File: src/hw/rtl/sfcc_pkg.sv
// Types, constants and helper functions shared by the sensor frame check/convert block.
// No dependencies; compiled first.
package sfcc_pkg;

   typedef enum logic [1:0] {
      STATUS_OK  = 2'd0,
      STATUS_BUS = 2'd1,
      STATUS_CRC = 2'd2
   } status_type;

   // byte positions within a response frame
   localparam logic [2:0] POS_A_HI  = 3'd0;
   localparam logic [2:0] POS_A_LO  = 3'd1;
   localparam logic [2:0] POS_A_CRC = 3'd2;
   localparam logic [2:0] POS_B_HI  = 3'd3;
   localparam logic [2:0] POS_B_LO  = 3'd4;
   localparam logic [2:0] POS_B_CRC = 3'd5;

   localparam logic [7:0] CRC_POLY = 8'h31;  // x^8+x^5+x^4+1, top bit implied
   localparam logic [7:0] CRC_INIT = 8'hFF;

   localparam logic [14:0] TEMP_SPAN   = 15'd17500;
   localparam logic [9:0]  HUM_SPAN    = 10'd1000;
   localparam logic [15:0] RECIP_TEN   = 16'd52429;  // 2^19 / 10, rounded up
   localparam int          RECIP_SHIFT = 19;
   localparam logic [3:0]  ROUND_HALF  = 4'd5;
   localparam logic signed [11:0] TEMP_OFFSET = 12'sd450;

   typedef struct packed {
      status_type  status;
      logic [15:0] first_word;
      logic [15:0] second_word;
   } frame_result_type;

   function automatic logic [7:0] crc8_byte(input logic [7:0] crc, input logic [7:0] data);
      logic [7:0] c;
      c = crc ^ data;
      for (int i = 0; i < 8; i++) begin
         if (c[7]) begin
            c = {c[6:0], 1'b0} ^ CRC_POLY;
         end else begin
            c = {c[6:0], 1'b0};
         end
      end
      return c;
   endfunction

   // floor(x / 65535), exact for x < 2^32 - 1
   function automatic logic [16:0] div_65535(input logic [31:0] x);
      logic [32:0] sum;
      sum = {1'b0, x} + {17'd0, x[31:16]} + 33'd1;
      return sum[32:16];
   endfunction

endpackage

File: src/hw/rtl/sfcc_if.sv
// Valid/ready channel interfaces for request bytes and converted results.
// Depends on sfcc_pkg.
interface sfcc_req_if;
   logic       valid;
   logic       ready;
   logic [7:0] rx_byte;
   logic       frame_start;
   logic       bus_error;

   modport source(output valid, rx_byte, frame_start, bus_error, input ready);
   modport sink(input valid, rx_byte, frame_start, bus_error, output ready);
endinterface

interface sfcc_rsp_if;
   import sfcc_pkg::*;
   logic               valid;
   logic               ready;
   status_type         status;
   logic [15:0]        raw_temperature;
   logic [15:0]        raw_humidity;
   logic [31:0]        serial_number;
   logic signed [11:0] temperature_tenths;
   logic [6:0]         humidity_percent;

   modport source(output valid, status, raw_temperature, raw_humidity, serial_number,
                  temperature_tenths, humidity_percent, input ready);
   modport sink(input valid, status, raw_temperature, raw_humidity, serial_number,
                temperature_tenths, humidity_percent, output ready);
endinterface

File: src/hw/rtl/sfcc_frame.sv
// Frame tracker: byte position, per-word CRC-8 check and word assembly.
// Depends on sfcc_pkg.
module sfcc_frame (
   input  logic                      clock,
   input  logic                      reset,
   input  logic                      accept,
   input  logic [7:0]                rx_byte,
   input  logic                      frame_start,
   input  logic                      bus_error,
   output logic                      result_valid,
   output sfcc_pkg::frame_result_type result
);
   import sfcc_pkg::*;

   logic [2:0]  pos_ff, pos_in;
   logic [7:0]  crc_ff, crc_in;
   logic        failed_ff, failed_in;
   logic [15:0] first_ff, first_in;
   logic [15:0] second_ff, second_in;

   logic       restart;
   logic [2:0] pos_eff;
   logic [7:0] crc_eff;
   logic       failed_eff;

   always_comb begin
      restart    = frame_start || (pos_ff > POS_B_CRC);
      pos_eff    = restart ? POS_A_HI : pos_ff;
      crc_eff    = restart ? CRC_INIT : crc_ff;
      failed_eff = restart ? 1'b0 : failed_ff;

      pos_in       = pos_eff + 3'd1;
      crc_in       = crc_eff;
      failed_in    = failed_eff;
      first_in     = first_ff;
      second_in    = second_ff;
      result_valid = 1'b0;
      result       = '{status: STATUS_OK, first_word: first_ff, second_word: second_ff};

      if (bus_error) begin
         pos_in       = POS_A_HI;
         crc_in       = CRC_INIT;
         failed_in    = 1'b0;
         result_valid = 1'b1;
         result       = '{status: STATUS_BUS, first_word: 16'd0, second_word: 16'd0};
      end else begin
         case (pos_eff)
            POS_A_HI: begin
               crc_in   = crc8_byte(CRC_INIT, rx_byte);
               first_in = {rx_byte, first_ff[7:0]};
            end
            POS_A_LO: begin
               crc_in   = crc8_byte(crc_eff, rx_byte);
               first_in = {first_ff[15:8], rx_byte};
            end
            POS_B_HI: begin
               crc_in    = crc8_byte(CRC_INIT, rx_byte);
               second_in = {rx_byte, second_ff[7:0]};
            end
            POS_B_LO: begin
               crc_in    = crc8_byte(crc_eff, rx_byte);
               second_in = {second_ff[15:8], rx_byte};
            end
            default: begin
               if (crc_eff != rx_byte) begin
                  failed_in = 1'b1;
               end
               crc_in = CRC_INIT;
            end
         endcase
         if (pos_eff == POS_B_CRC) begin
            result_valid  = 1'b1;
            result.status = failed_in ? STATUS_CRC : STATUS_OK;
            if (failed_in) begin
               result.first_word  = 16'd0;
               result.second_word = 16'd0;
            end
            pos_in        = POS_A_HI;
            crc_in        = CRC_INIT;
            failed_in     = 1'b0;
         end
      end
   end

   always_ff @(posedge clock) begin
      if (reset) begin
         pos_ff    <= POS_A_HI;
         crc_ff    <= CRC_INIT;
         failed_ff <= 1'b0;
         first_ff  <= 16'd0;
         second_ff <= 16'd0;
      end else if (accept) begin
         pos_ff    <= pos_in;
         crc_ff    <= crc_in;
         failed_ff <= failed_in;
         first_ff  <= first_in;
         second_ff <= second_in;
      end
   end

endmodule

File: src/hw/rtl/sfcc_convert.sv
// Conversion pipeline: scaling of raw words to tenths of a degree and percent,
// with the output register. Depends on sfcc_pkg, sfcc_if.
module sfcc_convert (
   input  logic                       clock,
   input  logic                       reset,
   input  logic                       in_valid,
   input  sfcc_pkg::frame_result_type in_data,
   output logic                       advance,
   sfcc_rsp_if.source                 rsp_bus
);
   import sfcc_pkg::*;

   frame_result_type s1_ff, s2_ff, s3_ff;
   logic             v1_ff, v2_ff, v3_ff;
   logic [30:0]      tprod_ff, tprod_in;
   logic [25:0]      hprod_ff, hprod_in;
   logic [30:0]      tq_ff, tq_in;
   logic [26:0]      hq_ff, hq_in;

   logic               rsp_valid_ff;
   status_type         status_ff, status_in;
   logic [15:0]        rawt_ff, rawh_ff;
   logic signed [11:0] temp_ff, temp_in;
   logic [6:0]         hum_ff, hum_in;

   logic [16:0] t_div, h_div;
   logic [14:0] t100;
   logic [9:0]  h10;
   logic        ok3;

   assign advance = !rsp_valid_ff || rsp_bus.ready;

   // stage 2: products
   assign tprod_in = 31'(s1_ff.first_word) * 31'(TEMP_SPAN);
   assign hprod_in = 26'(s1_ff.second_word) * 26'(HUM_SPAN);

   // stage 3: divide by 65535, round, times 1/10
   assign t_div = div_65535({1'b0, tprod_ff});
   assign h_div = div_65535({6'd0, hprod_ff});
   assign t100  = t_div[14:0];
   assign h10   = h_div[9:0];
   assign tq_in = (31'(t100) + 31'(ROUND_HALF)) * 31'(RECIP_TEN);
   assign hq_in = (27'(h10) + 27'(ROUND_HALF)) * 27'(RECIP_TEN);

   // output stage
   assign ok3       = (s3_ff.status == STATUS_OK);
   assign status_in = s3_ff.status;
   assign temp_in   = ok3 ? ($signed({1'b0, tq_ff[RECIP_SHIFT+10:RECIP_SHIFT]}) - TEMP_OFFSET)
                          : 12'sd0;
   assign hum_in    = ok3 ? hq_ff[RECIP_SHIFT+6:RECIP_SHIFT] : 7'd0;

   always_ff @(posedge clock) begin
      if (reset) begin
         v1_ff        <= 1'b0;
         v2_ff        <= 1'b0;
         v3_ff        <= 1'b0;
         rsp_valid_ff <= 1'b0;
      end else if (advance) begin
         v1_ff        <= in_valid;
         v2_ff        <= v1_ff;
         v3_ff        <= v2_ff;
         rsp_valid_ff <= v3_ff;
      end
   end

   always_ff @(posedge clock) begin
      if (advance) begin
         s1_ff     <= in_data;
         s2_ff     <= s1_ff;
         tprod_ff  <= tprod_in;
         hprod_ff  <= hprod_in;
         s3_ff     <= s2_ff;
         tq_ff     <= tq_in;
         hq_ff     <= hq_in;
         status_ff <= status_in;
         rawt_ff   <= s3_ff.first_word;
         rawh_ff   <= s3_ff.second_word;
         temp_ff   <= temp_in;
         hum_ff    <= hum_in;
      end
   end

   assign rsp_bus.valid              = rsp_valid_ff;
   assign rsp_bus.status             = status_ff;
   assign rsp_bus.raw_temperature    = rawt_ff;
   assign rsp_bus.raw_humidity       = rawh_ff;
   assign rsp_bus.serial_number      = {rawt_ff, rawh_ff};
   assign rsp_bus.temperature_tenths = temp_ff;
   assign rsp_bus.humidity_percent   = hum_ff;

endmodule

File: src/hw/rtl/sensor_frame_check_convert_top.sv
// Top level of the sensor frame check/convert block.
// Depends on sfcc_pkg, sfcc_if, sfcc_frame, sfcc_convert.
//
//   channel   dir  modport  transaction
//   req_bus   in   sink     one response byte with frame_start / bus_error flags
//   rsp_bus   out  source   one result per completed frame or bus error
//
// One byte accepted per cycle while req_bus.ready is high. A result is carried from the
// byte that completes it (sixth byte or bus error) through the input, multiply,
// divide/round and output stages, and leaves the output register when rsp_bus.ready is high.
// While a result waits in the output register the whole pipeline holds and
// req_bus.ready drops. Synchronous reset clears frame state and valid bits.
module sensor_frame_check_convert_top (
   input logic        clock,
   input logic        reset,
   sfcc_req_if.sink   req_bus,
   sfcc_rsp_if.source rsp_bus
);
   import sfcc_pkg::*;

   logic             advance;
   logic             accept;
   logic             frame_valid;
   frame_result_type frame_result;

   assign req_bus.ready = advance;
   assign accept        = req_bus.valid && advance;

   sfcc_frame u_frame (
      .clock        (clock),
      .reset        (reset),
      .accept       (accept),
      .rx_byte      (req_bus.rx_byte),
      .frame_start  (req_bus.frame_start),
      .bus_error    (req_bus.bus_error),
      .result_valid (frame_valid),
      .result       (frame_result)
   );

   sfcc_convert u_convert (
      .clock    (clock),
      .reset    (reset),
      .in_valid (accept && frame_valid),
      .in_data  (frame_result),
      .advance  (advance),
      .rsp_bus  (rsp_bus)
   );

endmodule
File: src/flat_wrapper.sv
// flat-port wrapper written by rule: the top's interface ports become plain ports
module sensor_frame_check_convert_top_flat import sfcc_pkg::*;
  (clock, reset, req_bus_valid, req_bus_rx_byte, req_bus_frame_start, req_bus_bus_error, req_bus_ready, rsp_bus_valid, rsp_bus_status, rsp_bus_raw_temperature, rsp_bus_raw_humidity, rsp_bus_serial_number, rsp_bus_temperature_tenths, rsp_bus_humidity_percent, rsp_bus_ready);
  sfcc_req_if req_bus_i ();
  sfcc_rsp_if rsp_bus_i ();
  input logic clock;
  input logic reset;
  input wire logic [$bits(req_bus_i.valid)-1:0] req_bus_valid;
  input wire logic [$bits(req_bus_i.rx_byte)-1:0] req_bus_rx_byte;
  input wire logic [$bits(req_bus_i.frame_start)-1:0] req_bus_frame_start;
  input wire logic [$bits(req_bus_i.bus_error)-1:0] req_bus_bus_error;
  output wire logic [$bits(req_bus_i.ready)-1:0] req_bus_ready;
  output wire logic [$bits(rsp_bus_i.valid)-1:0] rsp_bus_valid;
  output wire logic [$bits(rsp_bus_i.status)-1:0] rsp_bus_status;
  output wire logic [$bits(rsp_bus_i.raw_temperature)-1:0] rsp_bus_raw_temperature;
  output wire logic [$bits(rsp_bus_i.raw_humidity)-1:0] rsp_bus_raw_humidity;
  output wire logic [$bits(rsp_bus_i.serial_number)-1:0] rsp_bus_serial_number;
  output wire logic [$bits(rsp_bus_i.temperature_tenths)-1:0] rsp_bus_temperature_tenths;
  output wire logic [$bits(rsp_bus_i.humidity_percent)-1:0] rsp_bus_humidity_percent;
  input wire logic [$bits(rsp_bus_i.ready)-1:0] rsp_bus_ready;
  assign req_bus_i.valid = req_bus_valid;
  assign req_bus_i.rx_byte = req_bus_rx_byte;
  assign req_bus_i.frame_start = req_bus_frame_start;
  assign req_bus_i.bus_error = req_bus_bus_error;
  assign req_bus_ready = req_bus_i.ready;
  assign rsp_bus_valid = rsp_bus_i.valid;
  assign rsp_bus_status = rsp_bus_i.status;
  assign rsp_bus_raw_temperature = rsp_bus_i.raw_temperature;
  assign rsp_bus_raw_humidity = rsp_bus_i.raw_humidity;
  assign rsp_bus_serial_number = rsp_bus_i.serial_number;
  assign rsp_bus_temperature_tenths = rsp_bus_i.temperature_tenths;
  assign rsp_bus_humidity_percent = rsp_bus_i.humidity_percent;
  assign rsp_bus_i.ready = rsp_bus_ready;
  sensor_frame_check_convert_top u_core (.clock(clock), .reset(reset), .req_bus(req_bus_i), .rsp_bus(rsp_bus_i));
endmodule
File: config.mk
export PLATFORM = sky130hd
export DESIGN_NAME = sensor_frame_check_convert_top_flat
export DESIGN_NICKNAME = d
export VERILOG_FILES = /design/src/hw/rtl/sfcc_pkg.sv /design/src/hw/rtl/sfcc_if.sv /design/src/hw/rtl/sfcc_frame.sv /design/src/hw/rtl/sfcc_convert.sv /design/src/hw/rtl/sensor_frame_check_convert_top.sv /design/src/flat_wrapper.sv
export SDC_FILE = /design/constraint.sdc
export NUM_CORES = 1
export LEC_CHECK = 0
export ABC_AREA = 1
export BUFFER_PORTS_ARGS = -buffer_cell sky130_fd_sc_hd__buf_4
export CORE_MARGIN = 4
export CORE_UTILIZATION = 62
export CTS_CLUSTER_SIZE = 30
export DETAILED_ROUTE_END_ITERATION = 6
export PLACE_DENSITY = 0.85
export SYNTH_ARGS = -nofsm -noshare
export SYNTH_HDL_FRONTEND = slang
export SYNTH_SLANG_ARGS = --single-unit
File: constraint.sdc
create_clock -name clock -period 13.1 [get_ports clock]
set_clock_uncertainty 0.2 [all_clocks]
set_input_delay 3.275 -clock clock [delete_from_list [all_inputs] [get_ports clock]]
set_output_delay 3.275 -clock clock [all_outputs]
set_load 0.005 [all_outputs]
==> results.yml <==
timing:
  tightest_slew_ns: 0.993
  setup_tns_ns: 0
  setup_viol: 0
  hold_viol: 0
  rsz0062_at_grt: "no"
  slew_headroom_pct: 33.7
  fmaxAchievable_mhz: 116
  report.final.slew_viol_count: 0
  holdWs_ns: 0.215
  period_share_pct: 65.6
  period_needed_ns: 8.59
routing:
  initialDrtViolationCount: 1300
  vias_per_cell: 5.47
  drc: 0
  dr.pass1.iters: 7
  detail-route-antenna-nets: 0
  routedWlPerCell_um: 16.7
  vias: 18800
  drt-total-wl_um: 57300
finish:
  diodes: 0
  register_area_mm2: 0.00763
  layout.nets: 3465
  area_growth_syn_to_layout_pct: 8.21
  layout-drive-gt1-share_pct: 6.85
  nFillCells: 3143
  multi_input_area_mm2: 0.0152
run_status:
  status: "finished clean"
synthesis:
  yosys_register_bits: 270
  synthCells: 2794
  synth_top_family_by_area: "adder cells"
  syn_area_mm2: 0.0254
  yosysUniqueCellTypes: 56
  synth_xor_area_share_pct: 4.40
  synthAdderAreaFrac_pct: 34.3
  muxShareOfSynthArea_pct: 0
  synth-seq-area-share_pct: 30.0
  synth_nets: 3379
  avgSynthCellArea_um2: 9.11
  synth_top_flop_cell: "edfxtp_1"
  ys_async_sr_fraction_pct: 0
  ys_warn_count: 0
  synth_compound_area_share_pct: 6.51
  yosys.area_share.simple_pct: 14.7
  synth_edf_count: 222
clock_network:
  cts_buffers: 30
  clkTransAtPathRegs_ns: 0.06
  cts-resized-gates: 0
  ctsHoldBuffers: 0
  cts_buffer_depth: 3
  cts_tree: "yes"
  post-cts-setup-buffers: 0
  h-tree-depth: 1
  clk_latency_ns: 0.60
  cts_num_sinks: 270
  cts-root-buf: "clkbuf_16"
setup_path:
  critical_path_required_ns: 13.20
  cp-end-kind: "register"
  arrival_ns: 8.69
  cpPeakStageDelay_ns: 0.56
  path_common_cell: "nand2_1"
  crit_fanout: 5
  path_class: "reg2reg"
  start_kind: "register"
  cp_slowest_cell: "xor2_1"
placement:
  dp_hpwl_um: 46800
  globalplace.congestion: 0.970
  io_buffers: 100
pwr:
  p_leak_nw: 14.9
  vdd_drop_max_uv: 171
  powerDensity_mw_per_mm2: 157
die:
  core_area_mm2: 0.0402
  initial_utilization_pct: 63.3
  die_h_um: 211
  pin_count: 101
  row_count: 73
  die_w_um: 211
  dieArea_mm2: 0.0443
global_route:
  grt_max_degree: 95
  grt_pass1_wl_um: 96400
  grt_overflow: 0
  grt_usage_pct: 26.4
  grt_pass1_vias: 19500
  grt_antenna_before_repair: 0
min_path:
  min_path_type: "reg2reg"
job:
  max-cap-violations: 0
## flip-flops by register name, indices dropped and copies added, names as in the netlist
| signal | flops |
|---|---|
| u_core.u_convert.s2_ff | 34 |
| u_core.u_convert.tprod_ff | 28 |
| u_core.u_convert.s1_ff | 34 |
| u_core.u_convert.s3_ff | 32 |
| u_core.u_convert.rsp_bus.humidity_percent | 7 |
| u_core.u_convert.hprod_ff | 21 |
| u_core.u_convert.v1_ff | 1 |
| u_core.u_convert.rsp_bus.raw_temperature | 16 |
| u_core.u_frame.crc_ff | 8 |
| u_core.u_convert.rsp_bus.temperature_tenths | 12 |
| u_core.u_convert.rsp_bus.raw_humidity | 16 |
| u_core.u_frame.pos_ff | 3 |
| u_core.u_convert.status_in | 2 |
| u_core.u_convert.rsp_bus.valid | 1 |
| u_core.u_convert.tq_ff | 11 |
| u_core.u_frame.second_ff | 16 |
| u_core.u_convert.v3_ff | 1 |
| u_core.u_convert.hq_ff | 7 |
| u_core.u_frame.first_ff | 16 |
| u_core.u_convert.rsp_bus.status | 2 |
| u_core.u_convert.v2_ff | 1 |
| u_core.u_frame.failed_ff | 1 |
## path summary, 6_finish.rpt
check / startpoint / endpoint / slack [ns] / cells past startpoint
setup / recovery: u_core.u_convert.tprod_ff[29] / u_core.u_convert.tq_ff[23] / 4.51 / 37
hold reg to reg: u_core.u_convert.s2_ff[12] / u_core.u_convert.s3_ff[12] / 0.21 / 0
hold / removal: u_core.u_convert.s2_ff[12] / u_core.u_convert.s3_ff[12] / 0.21 / 0
setup reg to reg: u_core.u_convert.tprod_ff[29] / u_core.u_convert.tq_ff[23] / 4.51 / 37
## area by class of cell
type / count / area share (%)
clock buffers: 32 / 2.75
clock inverters: 24 / 0.713
inverters: 606 / 8.29
multi-input cells: 1869 / 55.3
flip-flops and latches: 270 / 27.7
well taps: 525 / 2.39
repair buffers: 103 / 2.81
## cell usage after synthesis (7+ instances only)
cell type | number | area (um^2)
nand3_1 | 101 | 505
a21oi_1 | 139 | 696
xor2_1 | 80 | 701
nand2_1 | 461 | 1730
nand2_2 | 12 | 75.1
dfxtp_1 | 48 | 961
fa_1 | 210 | 4200
inv_1 | 594 | 2230
nand4_1 | 28 | 175
a31oi_1 | 9 | 56.3
inv_2 | 8 | 30.0
nand3b_1 | 10 | 75.1
xnor2_1 | 39 | 342
a21o_1 | 12 | 90.1
nor4_1 | 7 | 43.8
nor2_1 | 199 | 747
nor3_1 | 33 | 165
clkbuf_1 | 13 | 48.8
buf_4 | 32 | 240
o21ai_0 | 94 | 470
ha_1 | 361 | 4520
edfxtp_1 | 222 | 6670
## worst max-delay path, delay by kind of cell, from the launching register on
kind,cells,cell delay (ns)
simple gates,15,1.76
fa+ha+maj,9,3.63
flops,1,0.45
buf+inv,7,0.41
compound gates,4,1.11
xor+xnor,2,0.74
## through the flow
step / instances / instance area (um^2) / setup WS [ns] / total power (W) / util (%)
final: 3429 / 27500 / 4.51 / 0.00433 / 68.5
after global routing: 3429 / 27500 / 4.06 / 0.00478 / 68.5
after CTS: 3429 / 27500 / 4.64 / 0.00433 / 68.5
after detailed placement: 3373 / 26600 / 4.71 / 0.00350 / 66.1
after global placement: 3373 / 26600 / 4.95 / 0.00342 / 66.1
after floorplan: 2794 / 25400 / 1.91 / 0.00291 / -
## placed cells by master, fill, tap and decap left out, types with 94 or more instances in the layout
master and n:
a21oi_1 138, buf_4 103, edfxtp_1 222, fa_1 210, ha_1 361, inv_1 593
nand2_1 461, nand3_1 101, nor2_1 199, o21ai_0 94
## cell families (layout without fill, tap and decap cells)
| family | count (synthesis) | after routing |
|---|---|---|
| flops | 270 | 270 |
| compound gates | 298 | 298 |
| fa+ha+maj | 571 | 571 |
| simple gates | 877 | 877 |
| buf+inv | 655 | 765 |
| xor+xnor | 123 | 123 |
## report_power, final
group	total, W	internal, W	leakage (nW)	switching [W]
Clock	0.000810	0.000445	0.458	0.000364
Combinational	0.00247	0.000905	11.4	0.00156
Sequential	0.00106	0.00101	3.06	0.0000448
Total	0.00433	0.00236	14.9	0.00197
## layer usage
layer	part of all wire, %	up-vias	track usage, %
met5	0	-	0
met3	5.5	132	3.82
met4	3.1	0	7.11
li1	-	9133	-
met2	49	553	46.3
met1	42	8943	34.8
Note: power is estimated with default switching activity, not from simulation.
